### config.mk
export PLATFORM = sky130hd
export DESIGN_NAME = three_wire_serial_master
export DESIGN_NICKNAME = d
export VERILOG_FILES = /design/src/hdl/tws_pkg.sv /design/src/hdl/three_wire_serial_master.sv
export SDC_FILE = /design/constraint.sdc
export NUM_CORES = 1
export LEC_CHECK = 0
export CAP_MARGIN = 20
export CORE_AREA = 3 3 81 83
export CTS_CLUSTER_SIZE = 16
export DETAILED_ROUTE_END_ITERATION = 8
export DIE_AREA = 0 0 84 86
export DONT_BUFFER_PORTS = 1
export PLACE_DENSITY = 0.78
export SLEW_MARGIN = 40
export SYNTH_ARGS = -nofsm -noshare
export SYNTH_HDL_FRONTEND = slang
export SYNTH_SLANG_ARGS = --single-unit
### constraint.sdc
create_clock -name clk -period 2.39 [get_ports clk]
set_clock_uncertainty 0.1 [all_clocks]
set_input_delay 0 -clock clk [delete_from_list [all_inputs] [get_ports clk]]
set_output_delay 0 -clock clk [all_outputs]
set_load 0.01 [all_outputs]
### src/hdl/tws_pkg.sv
package tws_pkg;

	// Drive states of a pin
	localparam logic [1:0] PIN_LOW  = 2'd0;
	localparam logic [1:0] PIN_HIGH = 2'd1;
	localparam logic [1:0] PIN_REL  = 2'd2;

	// Hold classes of a pin event
	localparam logic [1:0] HOLD_SETTLE = 2'd0;
	localparam logic [1:0] HOLD_CLOCK  = 2'd1;
	localparam logic [1:0] HOLD_REPORT = 2'd2;

	// Command codes
	localparam logic [3:0] FN_RDBYTE  = 4'd0;
	localparam logic [3:0] FN_WRBYTE  = 4'd1;
	localparam logic [3:0] FN_BITREAD = 4'd2;
	localparam logic [3:0] FN_PEEK    = 4'd3;
	localparam logic [3:0] FN_TICKS   = 4'd4;
	localparam logic [3:0] FN_CLKHI   = 4'd5;
	localparam logic [3:0] FN_CLKLO   = 4'd6;
	localparam logic [3:0] FN_DATHI   = 4'd7;
	localparam logic [3:0] FN_DATLO   = 4'd8;
	localparam logic [3:0] FN_START   = 4'd9;
	localparam logic [3:0] FN_STARTRD = 4'd10;
	localparam logic [3:0] FN_STOP    = 4'd11;
	localparam logic [3:0] FN_SETUP   = 4'd12;

	// Configuration register indexes
	localparam int CFG_IDX_W = 1;
	localparam logic [CFG_IDX_W-1:0] CFG_LSB_FIRST = 1'b0;
	localparam logic [CFG_IDX_W-1:0] CFG_PUSH_PULL = 1'b1;

	localparam int MAX_TICKS_DEF = 31;

	typedef enum logic {
		SEQ_IDLE,
		SEQ_RUN
	} seq_state_t;

	typedef enum logic [1:0] {
		PH_DATA,
		PH_CLKHI,
		PH_CLKLO
	} phase_t;

endpackage

### src/hdl/three_wire_serial_master.sv
// Channel   Dir  Transfer carries
// s_*       in   one command: func, value, miso_samples
// m_*       out  one pin event: pin states, hold class, read result, error, last
// cfg_*     in   register write: lsb_first, push_pull
//
// A command is taken, then its pin events leave at one per cycle while the
// output side takes them: 25 events for a byte, three for a bit read, 2n for
// ticks (n capped at MAX_TICKS) and one for the rest. Zero ticks yield no event.
// The next command is taken in the cycle after the sequencer produces the last
// event of the previous one, even while that event still waits for the output.
// Reset releases clock and data, drives chip select high, clears config and state.
module three_wire_serial_master
	import tws_pkg::*;
#(
	parameter int MAX_TICKS = MAX_TICKS_DEF
) (
	input  logic                 clk,
	input  logic                 arst_n,
	input  logic                 cfg_we,
	input  logic [CFG_IDX_W-1:0] cfg_index,
	input  logic                 cfg_data,
	input  logic                 s_tvalid,
	output logic                 s_tready,
	input  logic [15:0]          s_tdata,  // value[7:0], miso_samples[15:8]
	input  logic [3:0]           s_tuser,  // func[3:0]
	output logic                 m_tvalid,
	input  logic                 m_tready,
	output logic [15:0]          m_tdata,  // clk_pin[1:0], data_pin[3:2], cs_pin[5:4],
	                                       // hold_class[7:6], read_value[15:8]
	output logic [1:0]           m_tuser,  // read_valid[0], cmd_error[1]
	output logic                 m_tlast
);

	localparam int CntW = ($clog2(2 * MAX_TICKS + 1) > 5) ? $clog2(2 * MAX_TICKS + 1) : 5;
	localparam logic [CntW-1:0] ByteEvents = CntW'(25);
	localparam logic [CntW-1:0] BitEvents = CntW'(3);
	localparam logic [CntW-1:0] OneEvent = CntW'(1);
	localparam logic [7:0] MaxTicks = 8'(MAX_TICKS);

	seq_state_t state_q, state_d;
	phase_t ph_q, ph_next;
	logic [CntW-1:0] rem_q;
	logic [3:0] func_q;
	logic [7:0] tx_q, rx_q, miso_q;
	logic miso0_q, seq_q, byte_q, bit_q, report_q, err_q;
	logic lsb_first_q, push_pull_q, wwr_q;
	logic [1:0] clk_q, data_q, cs_q;
	logic m_tvalid_q, hold_q_valid_unused;
	logic [1:0] hold_q;
	logic [7:0] rdval_q;
	logic rdv_q, err_out_q, last_q;

	logic [3:0] in_func;
	logic [7:0] in_value, in_miso, tick_n;
	logic load, fire, out_free, tx_bit, ev_last;
	logic [1:0] hi_lvl, ev_clk, ev_data, ev_cs, ev_hold;
	logic ev_wwr;

	assign in_func = s_tuser;
	assign in_value = s_tdata[7:0];
	assign in_miso = s_tdata[15:8];
	assign tick_n = (in_value > MaxTicks) ? MaxTicks : in_value;

	assign out_free = !m_tvalid_q || m_tready;
	assign s_tready = (state_q == SEQ_IDLE);
	assign hi_lvl = push_pull_q ? PIN_HIGH : PIN_REL;
	assign tx_bit = lsb_first_q ? tx_q[0] : tx_q[7];
	assign ev_last = (rem_q == OneEvent);
	assign hold_q_valid_unused = 1'b0;

	always_comb begin
		state_d = state_q;
		load = 1'b0;
		fire = 1'b0;
		unique case (state_q)
			SEQ_IDLE: begin
				if (s_tvalid) begin
					load = 1'b1;
					if (!(in_func == FN_TICKS && tick_n == 8'd0)) begin
						state_d = SEQ_RUN;
					end
				end
			end
			SEQ_RUN: begin
				if (out_free) begin
					fire = 1'b1;
					if (ev_last) begin
						state_d = SEQ_IDLE;
					end
				end
			end
			default: state_d = SEQ_IDLE;
		endcase
	end

	// Pin event of the current step
	always_comb begin
		ev_clk = clk_q;
		ev_data = data_q;
		ev_cs = cs_q;
		ev_hold = HOLD_REPORT;
		ev_wwr = wwr_q;
		ph_next = ph_q;
		if (seq_q) begin
			unique case (ph_q)
				PH_DATA: begin
					ev_data = tx_bit ? hi_lvl : PIN_LOW;
					ev_hold = HOLD_SETTLE;
					ph_next = PH_CLKHI;
				end
				PH_CLKHI: begin
					ev_clk = hi_lvl;
					ev_hold = HOLD_CLOCK;
					ph_next = PH_CLKLO;
				end
				PH_CLKLO: begin
					ev_clk = PIN_LOW;
					ev_hold = HOLD_CLOCK;
					ph_next = byte_q ? PH_DATA : PH_CLKHI;
				end
				default: ph_next = PH_CLKLO;
			endcase
		end else begin
			unique case (func_q)
				FN_START, FN_STARTRD: begin
					ev_wwr = (func_q == FN_STARTRD);
					ev_cs = PIN_LOW;
					ev_hold = HOLD_SETTLE;
				end
				FN_STOP: begin
					ev_wwr = 1'b0;
					ev_cs = hi_lvl;
					ev_hold = HOLD_SETTLE;
				end
				FN_SETUP: begin
					ev_wwr = 1'b0;
					ev_clk = PIN_REL;
					ev_data = PIN_REL;
					ev_cs = PIN_HIGH;
				end
				// Peek and unknown codes report with the pins unchanged.
				default: ev_hold = HOLD_REPORT;
			endcase
		end
	end

	always_ff @(posedge clk or negedge arst_n) begin
		if (!arst_n) begin
			state_q <= SEQ_IDLE;
			lsb_first_q <= 1'b0;
			push_pull_q <= 1'b0;
			wwr_q <= 1'b0;
			clk_q <= PIN_REL;
			data_q <= PIN_REL;
			cs_q <= PIN_HIGH;
			m_tvalid_q <= 1'b0;
			rem_q <= '0;
		end else begin
			state_q <= state_d;
			if (cfg_we) begin
				unique case (cfg_index)
					CFG_LSB_FIRST: lsb_first_q <= cfg_data;
					CFG_PUSH_PULL: push_pull_q <= cfg_data;
					default: ;
				endcase
			end
			if (load) begin
				priority if (in_func == FN_RDBYTE || in_func == FN_WRBYTE) begin
					rem_q <= ByteEvents;
				end else if (in_func == FN_BITREAD) begin
					rem_q <= BitEvents;
				end else if (in_func == FN_TICKS) begin
					rem_q <= CntW'({tick_n, 1'b0});
				end else begin
					rem_q <= OneEvent;
				end
			end else if (fire) begin
				rem_q <= rem_q - OneEvent;
			end
			if (fire) begin
				clk_q <= ev_clk;
				data_q <= ev_data;
				cs_q <= ev_cs;
				wwr_q <= ev_wwr;
				m_tvalid_q <= 1'b1;
			end else if (m_tready) begin
				m_tvalid_q <= 1'b0;
			end
		end
	end

	// Command and shift registers
	always_ff @(posedge clk) begin
		if (load) begin
			func_q <= in_func;
			miso_q <= in_miso;
			miso0_q <= in_miso[0];
			rx_q <= 8'h00;
			if (in_func == FN_WRBYTE) begin
				tx_q <= in_value;
			end else if (in_func == FN_DATLO) begin
				tx_q <= 8'h00;
			end else begin
				tx_q <= 8'hff;
			end
			byte_q <= (in_func == FN_RDBYTE || in_func == FN_WRBYTE);
			bit_q <= (in_func == FN_BITREAD || in_func == FN_PEEK);
			seq_q <= (in_func == FN_RDBYTE || in_func == FN_WRBYTE ||
				in_func == FN_BITREAD || in_func == FN_TICKS ||
				in_func == FN_CLKHI || in_func == FN_CLKLO ||
				in_func == FN_DATHI || in_func == FN_DATLO);
			report_q <= (in_func == FN_RDBYTE || in_func == FN_BITREAD ||
				in_func == FN_PEEK || (in_func == FN_WRBYTE && wwr_q));
			err_q <= (in_func > FN_SETUP);
			if (in_func == FN_BITREAD || in_func == FN_DATHI || in_func == FN_DATLO) begin
				ph_q <= PH_DATA;
			end else if (in_func == FN_TICKS || in_func == FN_CLKHI) begin
				ph_q <= PH_CLKHI;
			end else begin
				ph_q <= PH_CLKLO;
			end
		end else if (fire) begin
			ph_q <= ph_next;
			if (seq_q && ph_q == PH_DATA) begin
				tx_q <= lsb_first_q ? {1'b0, tx_q[7:1]} : {tx_q[6:0], 1'b0};
			end
			if (seq_q && ph_q == PH_CLKHI) begin
				miso_q <= {1'b0, miso_q[7:1]};
				rx_q <= lsb_first_q ? {miso_q[0], rx_q[7:1]} : {rx_q[6:0], miso_q[0]};
			end
		end
		if (fire) begin
			hold_q <= ev_hold;
			last_q <= ev_last;
			rdv_q <= ev_last && report_q;
			err_out_q <= ev_last && err_q && !hold_q_valid_unused;
			if (ev_last && report_q) begin
				rdval_q <= bit_q ? {7'b0, miso0_q} : rx_q;
			end else begin
				rdval_q <= 8'h00;
			end
		end
	end

	assign m_tvalid = m_tvalid_q;
	assign m_tdata = {rdval_q, hold_q, cs_q, data_q, clk_q};
	assign m_tuser = {err_out_q, rdv_q};
	assign m_tlast = last_q;

`ifndef SYNTHESIS
	a_run_has_events: assert property (@(posedge clk) disable iff (!arst_n)
		(state_q == SEQ_RUN) |-> (rem_q != '0))
		else $error("sequencer running with no events left");

	a_stall_holds_event: assert property (@(posedge clk) disable iff (!arst_n)
		(m_tvalid && !m_tready) |=> (m_tvalid && $stable(m_tdata) &&
			$stable(m_tuser) && $stable(m_tlast)))
		else $error("pin event changed while the output stalled");

	a_error_is_report: assert property (@(posedge clk) disable iff (!arst_n)
		(m_tvalid && m_tuser[1]) |-> (m_tdata[7:6] == HOLD_REPORT && m_tlast && !m_tuser[0]))
		else $error("error event is not a single report event");
`endif

endmodule

==> reports/results.txt <==
The run finished with clean final reports. At the worst endpoint, the required time is 2.38 ns. The horizontal die dimension is 84 um. Setup repair after global routing left no endpoint under its margin. A synthesized cell averages 11.4 um2. Sequential elements use 55.9% of the synthesized area. The maximum resistive drop on vdd came out at 540 uV. Dividing the detail-routed via count by the number of cells gives 5.69.

The total congestion overflow after global routing is 0, and the power dissipated by switching net loads is 1.06 mW. The class of the most critical hold timing path was in -> reg. The via count of the first global-routing pass came out at 2383. For this design the top-level I/O count stands at 48. STA classifies the critical path endpoint as a flip-flop. After floorplanning, the core was sized to cover 0.00592 mm2.

The cell area that synthesis handed to floorplanning was 0.00326 mm2. The worst hold margin is 0.0284 ns, and the number of nets in the final layout is 353. The max-capacitance violation count was 0. The critical path start-end classification is reg -> reg.

From bottom edge to top edge, the die measures 86 um. Yosys mapped a number of flops with a built-in enable equal to 41. Global routing used 20.6% of the available tracks across all layers. Number of DRC markers after the initial detailed-route iteration: 159. Filler-free cell count of the finished design: 400. The run gives 11700 um as the wire length of the first global-routing pass. Fraction of synthesis flops using an asynchronous set or reset pin: 25.8%. Of the cells placed in the final design, the portion with a size suffix greater than 1 is 13.5%. After clock tree synthesis, the clock-pin slew on the worst setup and hold paths is 0.07 ns.

The number of setup buffers added after CTS is 0. For the finished layout, the period the worst path requires is 2.27 ns. Including well taps, the total number of placed cells is 351. Primary flip-flop cell chosen by synthesis mapping: sky130_fd_sc_hd__edfxtp_1.

Clock tree root buffer cell: sky130_fd_sc_hd__clkbuf_8. The tools report the maximum count of clock buffers along a single path as 2. The post-placement cell area was 0.00330 mm2; the worst slew margin relative to its limit was 61.0%. Number of antenna violations at the first check in global routing: 0. The total power divided by cell area works out to 912 mW/mm2.

Clock tree synthesis found a total of 66 sinks. The routed layout has 2277 vias. During synthesis, Yosys emitted a total of 0 warnings. The run gives 0.840 as the routability congestion estimate from global placement.

At the later pin of the worst-skew pair, clock insertion delay measures 0.34 ns. The commonest non-fill, non-tap cell in the layout is sky130_fd_sc_hd__edfxtp_1. Combinational cells account for 20.7% of the total power. In the post-route analysis, the smallest setup slack over all paths is 0.116 ns.

In this run the static leakage power is 1.53 nW. The tools report the level count of the clock H-tree as 3. The run gives 28 as the number of placement rows. Cell type contributing the most total cell area after synthesis: sky130_fd_sc_hd__edfxtp_1. The highest net fanout along the worst path is 22.

The number of antenna diodes in the final layout is 0. After detailed routing, the average wire length per cell comes to 17.1 um. The proportion of total power due to net switching works out to 30.0%. The final max-slew violation count is 0, and the count of port buffers added during placement is 0. Setup violations remaining at the end of the flow were counted as 0.

TritonCTS built the clock tree. The hold violation total from the final report is 0. In the routed design, unresolved DRC markers number 0. The run gives 0.479 ns as the worst setup slack before clock tree synthesis. Across the whole layout, storage elements account for 0.00182 mm2.

The run gives 55.1% as the starting density of the core. The floorplan step defined a die boundary enclosing 0.00722 mm2. For the clock network fraction of total power, the log shows 30.1%. The tools report the cell-internal power as 2.46 mW. For the final non-filler cell area, the log shows 0.00385 mm2.

The first TritonRoute pass finished after 4 iterations. The multi-input combinational cells in the finished layout cover a total of 0.00129 mm2. The layout has 449 filler cells.

Summing internal, switching and leakage power gives 3.52 mW. The area growth from synthesis to layout is 18.3%. The worst setup path is launched from a flip-flop. The number of nets still failing antenna checks after routing was 0.

The post-route clock period utilization is 95.2%. For the pin with the worst max-slew slack, the measured transition is 0.582 ns. The post-synthesis net count is 320, and the number of storage elements in the synthesis netlist is 66.

In the post-synthesis netlist, the biggest area contributors are sky130_fd_sc_hd__edfxtp_1 (38%), sky130_fd_sc_hd__dfrtp_1 (11%), sky130_fd_sc_hd__mux2i_1 (5.2%). Synthesis produced a netlist whose cell count is 287. The logs give 2.26 ns for the data arrival time at the worst-slack endpoint and 23 for the pin count of the biggest net entering global routing. Detailed placement finished with a half-perimeter wire length of 4600 um. Sequential cells burn 49.2% of the power.

The number of distinct library cell variants in the gate-level netlist after synthesis is 56. Leaving out fill and tap cells, the most frequent cells in the layout are sky130_fd_sc_hd__edfxtp_1 (41), sky130_fd_sc_hd__nand2_1 (40), sky130_fd_sc_hd__dlygate4sd3_1 (32). Timing would allow up to 0.440 GHz. The run gives 9 as the total clock buffers created by CTS. After detailed routing, the total wire length is 6840 um.

After routing, the total negative slack on setup checks comes to 0 ns. Measured on the finished design, the core utilization comes to 65.1%. The area share of the largest cell type after synthesis came out at 37.8%.
-- kinds of logic (layout without fill, tap and decap cells) --
group                      after synthesis  after routing  share of synthesized area (%)
DFF                                     66             66                           55.9
xor gates and xnor gates                 4              4                           1.07
adders and majority gates                6              6                           2.30
and+or+nand+nor                        105            105                           17.0
AOI/OAI and AO/OA                       52             52                           11.2
buffers and inverters                   29             67                           4.53
muxes                                   25             25                           7.98
-- timing repair --
item / 4_1_cts / 5_1_grt
endpoints found under the hold margin: 57 / 17
setup endpoints to repair: 0 / 1
hold buffers: 32 / 1
resized for setup: 0 / 2
-- synth_stat cells, drive strengths merged, types with 3 or more instances --
| library cell | number |
|---|---|
| buf | 12 |
| dfstp | 3 |
| clkbuf | 6 |
| nor2 | 24 |
| a211oi | 8 |
| nand4 | 3 |
| inv | 11 |
| xnor2 | 4 |
| nand2 | 40 |
| dfrtp | 14 |
| and2 | 10 |
| ha | 6 |
| nor3 | 4 |
| nand2b | 6 |
| edfxtp | 41 |
| a22oi | 6 |
| o211ai | 3 |
| o21ai | 7 |
| dfxtp | 8 |
| mux2 | 8 |
| a21oi | 9 |
| mux2i | 17 |
-- routing by layer --
layer  track usage (%)  wire, um
met3              6.92       391
met2              33.6      3390
met5                 0         0
met4              8.33        99
met1              25.5      2960
-- path summary, 6_finish.rpt --
check / startpoint / endpoint / slack, ns / depth (start not counted)
worst min-delay path: s_tdata[5] / rem_q[2] / 0.03 / 3
worst min register to register: rx_q[7] / rx_q[7] / 0.42 / 2
max in group asynchronous: arst_n / clk_q[1] / 1.82 / 2
min in group asynchronous: arst_n / lsb_first_q / 0.05 / 2
worst max register to register: state_q / miso_q[1] / 0.12 / 6
worst max-delay path: state_q / miso_q[1] / 0.12 / 6
-- area by class of cell --
type | count | area share (%)
Timing Repair Buffer | 40 | 9.90
Clock buffer | 9 | 3.21
Multi-Input combinational cell | 192 | 33.5
Clock inverter | 7 | 2.56
Inverter | 11 | 1.17
Sequential cell | 66 | 47.2
Tap cell | 75 | 2.43
-- worst max-delay path, cell delays in order, from the launching register on --
cell and delay [ns]:
sky130_fd_sc_hd__dfrtp_1 0.35, sky130_fd_sc_hd__nand2b_4 0.29, sky130_fd_sc_hd__clkinvlp_4 0.37, sky130_fd_sc_hd__buf_6 0.24, sky130_fd_sc_hd__nand2_1 0.07, sky130_fd_sc_hd__nand2_1 0.04, sky130_fd_sc_hd__dlygate4sd3_1 0.55
-- power groups by stage --
stage / logic [mW] / clock network, mW / registers, mW
after floorplan: 0.562 / 0 / 1.68
after global placement: 0.624 / 0 / 1.74
after detailed placement: 0.643 / 0 / 1.75
after CTS: 0.725 / 1.07 / 1.73
after global routing: 0.822 / 1.12 / 1.77
final: 0.729 / 1.06 / 1.73
-- registers in the layout, indices dropped and copies added (netlist names), 4 cells and up --
signal	cells
tx_q	8
func_q	4
rdval_q	8
miso_q	8
rem_q	6
rx_q	8
(Power assumes the default switching activity.)
